File: config.mk
export PLATFORM = sky130hd
export DESIGN_NAME = olr_line_walker
export DESIGN_NICKNAME = d
export VERILOG_FILES = /design/src/rtl/core/olr_pkg.sv /design/src/rtl/core/olr_line_walker.sv
export SDC_FILE = /design/constraint.sdc
export NUM_CORES = 1
export LEC_CHECK = 0
export ABC_AREA = 0
export BUFFER_PORTS_ARGS = -buffer_cell sky130_fd_sc_hd__buf_2
export CORE_ASPECT_RATIO = 0.75
export CORE_MARGIN = 2
export CORE_UTILIZATION = 63
export DETAILED_ROUTE_END_ITERATION = 7
export GPL_TIMING_DRIVEN = 0
export HOLD_SLACK_MARGIN = 0.02
export PLACE_DENSITY_LB_ADDON = 0.12
export SETUP_SLACK_MARGIN = 0.1
export SLEW_MARGIN = 20
export SYNTH_ARGS = -nofsm -noshare
export SYNTH_HDL_FRONTEND = slang
export SYNTH_SLANG_ARGS = --single-unit
File: constraint.sdc
create_clock -name clk -period 7.8 [get_ports clk]
set_clock_uncertainty 0.1 [all_clocks]
set_input_delay 0.78 -clock clk [delete_from_list [all_inputs] [get_ports clk]]
set_output_delay 0.78 -clock clk [all_outputs]
set_load 0.02 [all_outputs]
File: src/rtl/core/olr_pkg.sv
`timescale 1ns / 1ps

package olr_pkg;

    // plane size defaults
    localparam int MAX_WIDTH_DEF  = 256;
    localparam int MAX_HEIGHT_DEF = 256;

    // request and result field widths
    localparam int KIND_W  = 2;
    localparam int COORD_W = 16;
    localparam int MASK_W  = 8;
    localparam int RADDR_W = 16;

    // configuration
    localparam int DIM_W      = 9;
    localparam int NPIX_W     = 2 * DIM_W;
    localparam int CFG_IDX_W  = 4;
    localparam int CFG_DATA_W = 16;

    // coordinate difference and stepped point widths
    localparam int SPAN_W = COORD_W + 1;
    localparam int PT_W   = COORD_W + 2;

    localparam logic [DIM_W-1:0] ROW_WIDTH_RST = 9'd256;
    localparam logic [DIM_W-1:0] ROW_COUNT_RST = 9'd256;

    localparam logic signed [COORD_W-1:0] NO_POINT = -16'sd1;

    typedef enum logic [KIND_W-1:0] {
        KIND_DRAW  = 2'd0,
        KIND_READ  = 2'd1,
        KIND_CLEAR = 2'd2
    } kind_t;

    // code with no operation behind it
    localparam logic [KIND_W-1:0] KIND_UNUSED = 2'd3;

    localparam logic [CFG_IDX_W-1:0] CFG_ROW_WIDTH = 4'd0;
    localparam logic [CFG_IDX_W-1:0] CFG_ROW_COUNT = 4'd1;

    typedef enum logic [1:0] {
        OP_OR   = 2'd0,
        OP_ANDN = 2'd1,
        OP_READ = 2'd2
    } pix_op_t;

    typedef struct packed {
        logic    valid;
        pix_op_t op;
    } acc_ctl_t;

    typedef struct packed {
        logic init_busy;
        logic pipe_busy;
        logic rd_valid;
    } rmw_status_t;

    typedef struct packed {
        logic busy;
        logic skipped;
    } walk_status_t;

endpackage

File: src/rtl/core/olr_line_walker.sv
`timescale 1ns / 1ps

module olr_line_walker import olr_pkg::*; #(
    parameter int MAX_WIDTH  = MAX_WIDTH_DEF,
    parameter int MAX_HEIGHT = MAX_HEIGHT_DEF,
    localparam int ADDR_W    = $clog2(MAX_WIDTH * MAX_HEIGHT)
) (
    input  logic                      clk,
    input  logic                      rst_n,
    input  logic                      load,
    input  logic signed [COORD_W-1:0] from_x,
    input  logic signed [COORD_W-1:0] from_y,
    input  logic signed [COORD_W-1:0] to_x,
    input  logic signed [COORD_W-1:0] to_y,
    input  logic [DIM_W-1:0]          eff_width,
    input  logic [NPIX_W-1:0]         npix,
    output walk_status_t              status,
    output acc_ctl_t                  acc_ctl,
    output logic [ADDR_W-1:0]         acc_addr
);

    localparam int PROD_W = PT_W + DIM_W + 1;
    localparam int POS_W  = PROD_W + 1;

    // load stage
    logic                      ld_valid_reg;
    logic signed [COORD_W-1:0] x0_reg, y0_reg, x1_reg, y1_reg;
    logic [COORD_W-1:0]        ax_reg, ay_reg;
    logic                      x_dn_reg, y_dn_reg;

    // stepping state
    logic                      walking_reg;
    logic                      skipped_reg;
    logic                      x_major_reg;
    logic                      neg_reg;
    logic signed [COORD_W-1:0] lo_major_reg, lo_minor_reg;
    logic [COORD_W-1:0]        span_reg, step_reg;
    logic [COORD_W-1:0]        t_reg, q_reg, r_reg;

    // point, product and address stages
    logic                      pt_valid_reg, pr_valid_reg, ac_valid_reg;
    logic signed [PT_W-1:0]    px_reg, py_reg, px2_reg;
    logic signed [PROD_W-1:0]  prod_reg;
    logic [ADDR_W-1:0]         ac_addr_reg;

    logic signed [SPAN_W-1:0]  dx, dy;
    logic [COORD_W-1:0]        ax, ay;
    logic                      x_major, skip, swap, minor_dn;
    logic signed [PT_W-1:0]    major_pt, minor_pt, q_ext;
    logic [SPAN_W-1:0]         rsum;
    logic signed [POS_W-1:0]   pos;
    logic                      in_range;

    always_comb
    begin
        dx = SPAN_W'(to_x) - SPAN_W'(from_x);
        dy = SPAN_W'(to_y) - SPAN_W'(from_y);
        ax = dx[SPAN_W-1] ? COORD_W'(-dx) : COORD_W'(dx);
        ay = dy[SPAN_W-1] ? COORD_W'(-dy) : COORD_W'(dy);
    end

    // setup: major axis, skip rules, low endpoint
    always_comb
    begin
        x_major  = ax_reg > ay_reg;
        skip     = x_major ? (x0_reg == NO_POINT)
                           : ((y0_reg == NO_POINT) || (ay_reg == '0));
        swap     = x_major ? x_dn_reg : y_dn_reg;
        minor_dn = x_major ? y_dn_reg : x_dn_reg;
    end

    // current point and remainder update
    always_comb
    begin
        q_ext    = $signed(PT_W'(q_reg));
        major_pt = PT_W'(lo_major_reg) + $signed(PT_W'(t_reg));
        minor_pt = PT_W'(lo_minor_reg) + (neg_reg ? -q_ext : q_ext);
        rsum     = SPAN_W'(r_reg) + SPAN_W'(step_reg);
    end

    always_comb
    begin
        pos      = POS_W'(px2_reg) + POS_W'(prod_reg);
        in_range = !pos[POS_W-1] && ($unsigned(pos) < POS_W'(npix));
    end

    always_ff @(posedge clk)
    begin
        if (load)
        begin
            x0_reg   <= from_x;
            y0_reg   <= from_y;
            x1_reg   <= to_x;
            y1_reg   <= to_y;
            ax_reg   <= ax;
            ay_reg   <= ay;
            x_dn_reg <= to_x < from_x;
            y_dn_reg <= to_y < from_y;
        end

        if (ld_valid_reg)
        begin
            x_major_reg  <= x_major;
            neg_reg      <= swap ^ minor_dn;
            span_reg     <= x_major ? ax_reg : ay_reg;
            step_reg     <= x_major ? ay_reg : ax_reg;
            lo_major_reg <= x_major ? (swap ? x1_reg : x0_reg) : (swap ? y1_reg : y0_reg);
            lo_minor_reg <= x_major ? (swap ? y1_reg : y0_reg) : (swap ? x1_reg : x0_reg);
            t_reg        <= '0;
            q_reg        <= '0;
            r_reg        <= '0;
        end
        else if (walking_reg)
        begin
            t_reg <= t_reg + 1'b1;
            if (rsum >= SPAN_W'(span_reg))
            begin
                r_reg <= COORD_W'(rsum - SPAN_W'(span_reg));
                q_reg <= q_reg + 1'b1;
            end
            else
            begin
                r_reg <= COORD_W'(rsum);
            end
        end

        px_reg      <= x_major_reg ? major_pt : minor_pt;
        py_reg      <= x_major_reg ? minor_pt : major_pt;
        prod_reg    <= py_reg * $signed({1'b0, eff_width});
        px2_reg     <= px_reg;
        ac_addr_reg <= ADDR_W'($unsigned(pos));
    end

    always_ff @(posedge clk or negedge rst_n)
    begin
        if (!rst_n)
        begin
            ld_valid_reg <= 1'b0;
            walking_reg  <= 1'b0;
            skipped_reg  <= 1'b0;
            pt_valid_reg <= 1'b0;
            pr_valid_reg <= 1'b0;
            ac_valid_reg <= 1'b0;
        end
        else
        begin
            ld_valid_reg <= load;
            if (ld_valid_reg)
            begin
                walking_reg <= !skip;
                skipped_reg <= skip;
            end
            else if (walking_reg && (t_reg == span_reg))
            begin
                walking_reg <= 1'b0;
            end
            pt_valid_reg <= walking_reg && !ld_valid_reg;
            pr_valid_reg <= pt_valid_reg;
            ac_valid_reg <= pr_valid_reg && in_range;
        end
    end

    assign status.busy    = ld_valid_reg | walking_reg | pt_valid_reg
                          | pr_valid_reg | ac_valid_reg;
    assign status.skipped = skipped_reg;
    assign acc_ctl.valid  = ac_valid_reg;
    assign acc_ctl.op     = OP_OR;
    assign acc_addr       = ac_addr_reg;

endmodule

## Yosys cells after proc, flatten, opt, wreduce, memory -nomap -nowiden

Cells that the tools add are included.

- Bitwise logic cells: 5
- Div/mod/pow operators: 0
- Order comparisons: 5
- Add/sub/neg operators: 12
- Eq/ne operators: 3
- Multipliers: 1
- Reductions and logical operators: 11
- Shift-type cells: 0
- Mux-type cells: 17

Operators with widths:

| operator | count |
|---|---|
| 16-bit two-way mux | 9 |
| 18-bit two-way mux | 3 |
| 16-bit by 16-bit subtractor with 17-bit output | 2 |
| 16-bit by 1-bit adder with 16-bit output (second input constant) | 2 |
| 16-bit by 1-bit == test with 1-bit output (second input constant) | 2 |
| 16-bit less-than comparator | 2 |
| 16-bit negator | 2 |
| 18-bit by 28-bit adder with 29-bit output | 1 |
| 29-bit by 18-bit less-than comparator with 1-bit output | 1 |
| 18-bit by 10-bit multiplier with 28-bit output | 1 |
| 16-bit by 17-bit adder with 18-bit output | 1 |
| 16-bit by 18-bit adder with 18-bit output | 1 |
| 16-bit negator with 18-bit output | 1 |
| 16-bit by 16-bit adder with 17-bit output | 1 |
| 17-bit by 16-bit greater-or-equal comparator with 1-bit output | 1 |
| 16-bit == test | 1 |
| 16-bit greater-than comparator | 1 |
| 16-bit logical NOT | 1 |
| 16-bit subtractor | 1 |
| 1-bit two-way mux | 5 |
| 1-bit logical AND | 4 |
| 1-bit OR | 4 |
| 1-bit logical NOT | 3 |
| 2-bit AND reduction | 1 |
| other kinds (3) | 3 |

- Word-level logic and storage cells: 82
- Memories: 0
- Output and inout port bits: 21
- Bits in read-only memories: 0
- Register bits after elaboration: 316
- Bits in latches: 0
- Input bits: 94
- Memory bits (writable): 0

## Depth between registers and ports, before layout

Gate-level depths: netlist of run 1.

- Word-level depth: 5
- Depth in mapped cells: 24

## Least setup slack after synthesis of run 1

OpenSTA, ideal clock, no wires.

- Kind: input to register
- From: in eff_width[1]
- To: reg prod_reg[26]
- Stages: 23
- Buffers on the path: 2
- Data arrival time: 6.329 ns
- Slack: 1.244 ns
- Data required time: 7.574 ns
- Cells stage by stage: clkbuf_1 -> clkbuf_1 -> nand2_1 -> fa_1 -> inv_1 -> fa_1 -> inv_1 -> fa_1 -> inv_1 -> fa_1 -> inv_1 -> fa_1 -> inv_1 -> ha_1 -> or3_1 -> o2111a_1 -> o31ai_1 -> o21ai_0 -> a21o_1 -> a21o_1 -> a211oi_1 -> a22oi_1 -> xor2_1

- Longest elaborated chain between the ends: 1

Ends and longest elaborated chain:

| element | RTL line | text |
|---|---|---|
| from (decl) | olr_line_walker.sv:15 | `input logic [DIM_W-1:0] eff_width,` |
| 18-bit by 10-bit multiplier with 28-bit output | olr_line_walker.sv:129 | `prod_reg <= py_reg * $signed({1'b0, eff_width});` |
| to (signal assigned) | olr_line_walker.sv:129 |  |
| to (decl) | olr_line_walker.sv:43 | `logic signed [PROD_W-1:0] prod_reg;` |

Every way passes these cells.
A chain may end at the register's enable or synchronous reset.

## Worst setup path in the final report of run 1

Ends and elaborated chain as after synthesis.

==> run_results.csv, run 1 <==
group,metric,value,unit
run_status,status,"complete, no violations",
timing,rsz0062_at_grt,"no",
timing,final_max_slew_viol_count,0,
synth,synth_top_area_share,19.97,%
global_route,grt_remaining_overflow,0,
setup_path,end_kind,"register",
cts,cts_inserted_buffers,34,
synth,synth_adder_area_share,23.12,%
cells_and_area,post-route-util,70.24,%
cells_and_area,syn_to_final_growth,9.572,%
placement,post_dp_cell_area,25910,sq um
timing,setup_viol_count_final,0,
routing,firstDrtPassIters,8,
cells_and_area,drive_gt1_share,8.718,%
synth,synthCells,2510,
floorplan,io_pins,115,
routing,drcViolationCount,0,
synth,synthSimpleGateAreaFrac,13.30,%
timing,finalHoldViolations,0,
timing,period_needed,7219,ps
setup_path,crit_path_max_incr_delay,540,ps
floorplan,design.core.area,38480,sq um
cts,cts_root_buf,"clkbuf_16",
global_route,first_global_vias,18650,
cells_and_area,final_area,27030,sq um
cts,cts_tree,"done",
cts,cts_setup_buffers,0,
cells_and_area,antenna-diode-count,0,
placement,gp_congestion,1.063,
floorplan,die_width,232.5,um
synth,synth_ff_type,"edfxtp_1",
routing,num_vias,18980,
synth,synth_area,24670,sq um
floorplan,initial_core_util,64.11,%
floorplan,row_count,62,
synth,yosys_warnings,0,
timing,finalCritPeriodShare,92.55,%
setup_path,crit_fanout,10,
synth,syn_avg_cell_area,9.827,sq um
setup_path,worst_setup_path_start_kind,"primary input",
setup_path,cp.required,8100,ps
synth,synth_top_family_by_area,"adder cells",
cts,clockBufferDepth,3,
cts,hold_buffers,1,
cts,clk_latency,540,ps
hold_path,hold_path_depth,0,
setup_path,crit_arrival,7520,ps
synth,synth-edff-count,164,
synth,synth_compound_area_share,11.26,%
synth,ys_seq_area_share,32.42,%
setup_path,cp_slowest_cell,"o31ai_1",
synth,synth.area.top_cells,"edfxtp_1 20%, dfxtp_1 12%, fa_1 12%",
floorplan,die_h,175.4,um
cts,clkTransAtPathRegs,60,ps
timing,tightest_slew,1056,ps
routing,routed_wl,64780,um
cts,cts_sinks,316,
routing,drt-initial-drc-count,1977,
synth,ys_ff_latch,316,
routing,wl_per_cell,20.27,um
synth,synth.mux.area_fraction,6.762,%
synth,yosys.area.top_type,"edfxtp_1",
synth,async_flop_share,1.899,%
global_route,grt_use_total,32.57,%
global_route,antenna_found_initial,1,
routing,antenna_left,0,
cts,htreeDepth,2,
synth,synth_cell_types,80,
global_route,grt_pass1_wl,101900,um
setup_path,crit_type,"primary input to register",
timing,relSlewSlack,28.97,%
cells_and_area,largest_reg_flops,28,
timing,clock.fmax,138.5,MHz
placement,port-buffer-count,109,
cells_and_area,fin_nets,3123,
placement,dp.final_hpwl,52330,um
setup_path,reg2reg_depth,21,
synth,synthXorXnorAreaFrac,7.482,%
global_route,grt_max_degree,86,
run,maxCapViolations,0,
hold_path,hp-class,"register to register",
cts,post_cts_resized,0,
setup_path,cp_cell_sequence,"clkbuf_1 -> clkbuf_1 -> nand2_1 -> fa_1 -> inv_1 -> fa_1 -> inv_1 -> fa_1 -> inv_1 -> fa_1 -> inv_1 -> fa_1 -> inv_1 -> ha_1 -> or3_1 -> o2111a_1 -> o31ai_1 -> o21ai_0 -> a21o_1 -> a21o_1 -> a211oi_1 -> a22oi_1 -> xor2_1",
timing,finalSetupTns,0,ps
routing,via_per_inst,5.938,
floorplan,die-area,40770,sq um
[worst paths after layout]
kind / endpoint / slack (ps) / start
setup / recovery: prod_reg[26] / 580 / eff_width[1]
hold / removal: px2_reg[0] / 230 / px_reg[0]
setup reg to reg: prod_reg[26] / 1200 / py_reg[6]
hold reg to reg: px2_reg[0] / 230 / px_reg[0]
max in group asynchronous: ld_valid_reg / 6870 / rst_n
min in group asynchronous: ld_valid_reg / 550 / rst_n
[critical path, delay by kind of cell]
kind | cells | cell delay (ps)
buffers and inverters | 7 | 1250
xor gates and xnor gates | 1 | 160
AOI/OAI and AO/OA | 7 | 2010
adders and majority gates | 6 | 2710
and+or+nand+nor | 2 | 580
[per-stage QoR]
step	instances	setup WS, ps	hold WS, ps
floorplan	2511	1244	209.6
global placement	3132	281.3	214.3
detailed placement	3134	220.0	212.1
CTS	3196	733.1	226.6
global route	3196	265.1	232.7
finish	3196	581.4	226.2
[layout make-up]
type,count,area [sq um]
multi-input combinational,1830,15280
fill,2998,11450
sequential,316,8001
inverter,299,1122
clock buffer,42,922.1
tap,512,640.6
timing repair buffer,112,609.3
buffer,66,269.0
clock inverter,19,180.2
[cell families after synthesis]
logic type / after synthesis
XOR/XNOR: 209
other: 1
AND/OR/NAND/NOR: 666
flip-flops: 316
multiplexers: 161
buffers and inverters: 365
adder cells (fa/ha/maj): 370
AO/OA/AOI/OAI: 422
[cells in the final DEF, fill, tap and decap left out, types with 96 or more instances in the layout]
| cell | count |
|---|---|
| mux2i_1 | 116 |
| fa_1 | 143 |
| buf_2 | 110 |
| nor2_1 | 148 |
| ha_1 | 227 |
| xnor2_1 | 124 |
| dfxtp_1 | 146 |
| a21oi_1 | 96 |
| edfxtp_1 | 164 |
| inv_1 | 298 |
| and2_1 | 100 |
| nand2_1 | 193 |
[cell usage after synthesis (all sizes together) (51+ instances only)]
master,n
and2,100
clkbuf,51
xor2,83
inv,298
ha,227
mux2i,116
dfxtp,146
nor2,149
fa,143
xnor2,126
edfxtp,164
a21oi,99
o21ai,98
nand2,193
[per-layer routing]
layer	track usage [%]	part of all wire, %	vias up
met5	0	0	-
met4	7.696	2.3	0
met3	8.782	10	96
met2	45.09	40	757
met1	50.37	48	9171
li1	-	-	8955
Power of run 1 is left out: the tool's default activity adds up to more than one toggle a clock period on the data nets, which glitch-free logic cannot reach.
==> run 2: changes to the inputs <==
--- a/config.mk
+++ b/config.mk
@@ -6,11 +6,11 @@
 export NUM_CORES = 1
 export LEC_CHECK = 0
 export ABC_AREA = 0
-export BUFFER_PORTS_ARGS = -buffer_cell sky130_fd_sc_hd__buf_2
 export CORE_ASPECT_RATIO = 0.75
-export CORE_MARGIN = 2
-export CORE_UTILIZATION = 63
+export CORE_MARGIN = 5
+export CORE_UTILIZATION = 66
 export DETAILED_ROUTE_END_ITERATION = 7
+export DONT_BUFFER_PORTS = 1
 export GPL_TIMING_DRIVEN = 0
 export HOLD_SLACK_MARGIN = 0.02
 export PLACE_DENSITY_LB_ADDON = 0.12
==> run_results.csv, run 2 (synthesis gave the netlist of run 1 again) <==
group,metric,value,unit
run_status,status,"complete, no violations",
setup_path,cp_cell_sequence,"clkbuf_1 -> clkbuf_1 -> nand2_1 -> fa_1 -> inv_1 -> fa_1 -> inv_1 -> fa_1 -> inv_1 -> fa_1 -> inv_1 -> fa_1 -> inv_1 -> ha_1 -> or3_1 -> o2111a_1 -> o31ai_1 -> o21ai_0 -> a21o_1 -> a21o_1 -> a211oi_1 -> a22oi_1 -> xor2_1",
routing,num_vias,18800,
cells_and_area,fin_nets,3014,
setup_path,crit_type,"primary input to register",
cells_and_area,drive_gt1_share,5.083,%
timing,finalSetupTns,0,ps
setup_path,reg2reg_depth,21,
setup_path,cp.required,8120,ps
cells_and_area,layout.cells.non_filler,3082,
placement,dp.final_hpwl,51720,um
global_route,grt.met3_usage,6.030,%
setup_path,end_kind,"register",
placement,port-buffer-count,0,
cts,cts_sinks,316,
floorplan,die_h,177.4,um
routing,drt-initial-drc-count,1841,
cells_and_area,fillers,2791,
cts,cts_root_buf,"clkbuf_16",
cts,clkTransAtPathRegs,60,ps
cts,post_cts_resized,0,
cells_and_area,post-route-util,71.64,%
cts,clockBufferDepth,3,
floorplan,io_pins,115,
timing,period_needed,7105,ps
routing,drcViolationCount,0,
setup_path,crit_path_max_incr_delay,540,ps
global_route,grt_use_total,31.45,%
setup_path,worst_setup_path_start_kind,"primary input",
cts,cts_setup_buffers,0,
routing,wl_per_cell,20.87,um
global_route,grt_remaining_overflow,0,
setup_path,cp_slowest_cell,"clkbuf_1",
cts,clk_latency,540,ps
timing,rsz0062_at_grt,"no",
timing,tightest_slew,1108,ps
timing,clock.fmax,140.7,MHz
global_route,busiest_layer,"met1",
run,maxCapViolations,0,
routing,via_per_inst,6.098,
global_route,grt_max_degree,100,
placement,gp_congestion,0.9967,
cells_and_area,ff_latch_area,8001,sq um
cells_and_area,final_common_cell,"inv_1",
timing,setup_viol_count_final,0,
routing,routed_wl,64320,um
cts,cts_tree,"done",
floorplan,initial_core_util,66.64,%
global_route,antenna_found_initial,3,
cells_and_area,multi_input_area,15290,sq um
hold_path,hold_path_depth,0,
global_route,grt_pass1_wl,101100,um
global_route,globalRouteMet2Util,44.44,%
timing,final_max_slew_viol_count,0,
cells_and_area,largest_reg_flops,28,
floorplan,row_count,61,
global_route,first_global_vias,18310,
timing,finalHoldViolations,0,
setup_path,crit_fanout,10,
routing,antenna_left,0,
floorplan,design.core.area,37020,sq um
routing,firstDrtPassIters,6,
cells_and_area,final_area,26520,sq um
timing,relSlewSlack,24.23,%
cts,htreeDepth,2,
floorplan,die-area,41380,sq um
cells_and_area,layout_common_cells,"298 x inv_1, 227 x ha_1, 193 x nand2_1",
cells_and_area,syn_to_final_growth,7.517,%
placement,post_dp_cell_area,25330,sq um
floorplan,die_width,233.2,um
setup_path,crit_arrival,7430,ps
hold_path,hp-class,"register to register",
timing,finalCritPeriodShare,91.09,%
cts,cts_inserted_buffers,35,
global_route,grt.met1_usage,49.78,%
placement,post-place-cells,3016,
-- run 2: critical path, delay by kind of cell --
kind	cells	cell delay [ps]
fa+ha+maj	6	2700
xor+xnor	1	160
simple gates	2	560
compound gates	7	1970
buf+inv	7	1230
-- run 2: repair_timing --
action	4_1_cts	5_1_grt
setup endpoints to repair	0	0
hold buffers	1	0
endpoints found under the hold margin	6	0
-- run 2: final timing paths --
check	from	to	slack, ps
setup / recovery	eff_width[1]	prod_reg[26]	690
hold / removal	px_reg[10]	px2_reg[10]	220
setup reg to reg	py_reg[5]	prod_reg[26]	1310
hold reg to reg	px_reg[10]	px2_reg[10]	220
max in group asynchronous	rst_n	ld_valid_reg	6830
min in group asynchronous	rst_n	ld_valid_reg	480
-- run 2: layout make-up --
cell class,instances,area share [%]
buffer,66,1.014
multi-input combinational,1830,57.64
tap,504,2.378
antenna,1,0.009436
inverter,299,4.232
clock inverter,21,0.8303
timing repair buffer,2,0.1132
clock buffer,43,3.609
sequential,316,30.17
-- run 2: metrics by stage --
step           setup slack (ps)  hold WS, ps
5_1_grt                   370.4        190.2
2_1_floorplan              1244        209.6
6_report                  694.7        224.2
3_5_place_dp              327.4        212.1
3_3_place_gp              322.1        212.7
4_1_cts                   861.0        179.8
-- run 2: metal layers --
metal | up-vias | routed length [um]
met5 | - | 30
met3 | 112 | 6986
li1 | 8738 | -
met4 | 4 | 1611
met1 | 9126 | 29520
met2 | 815 | 26170
Power of run 2 is left out for the same reason.
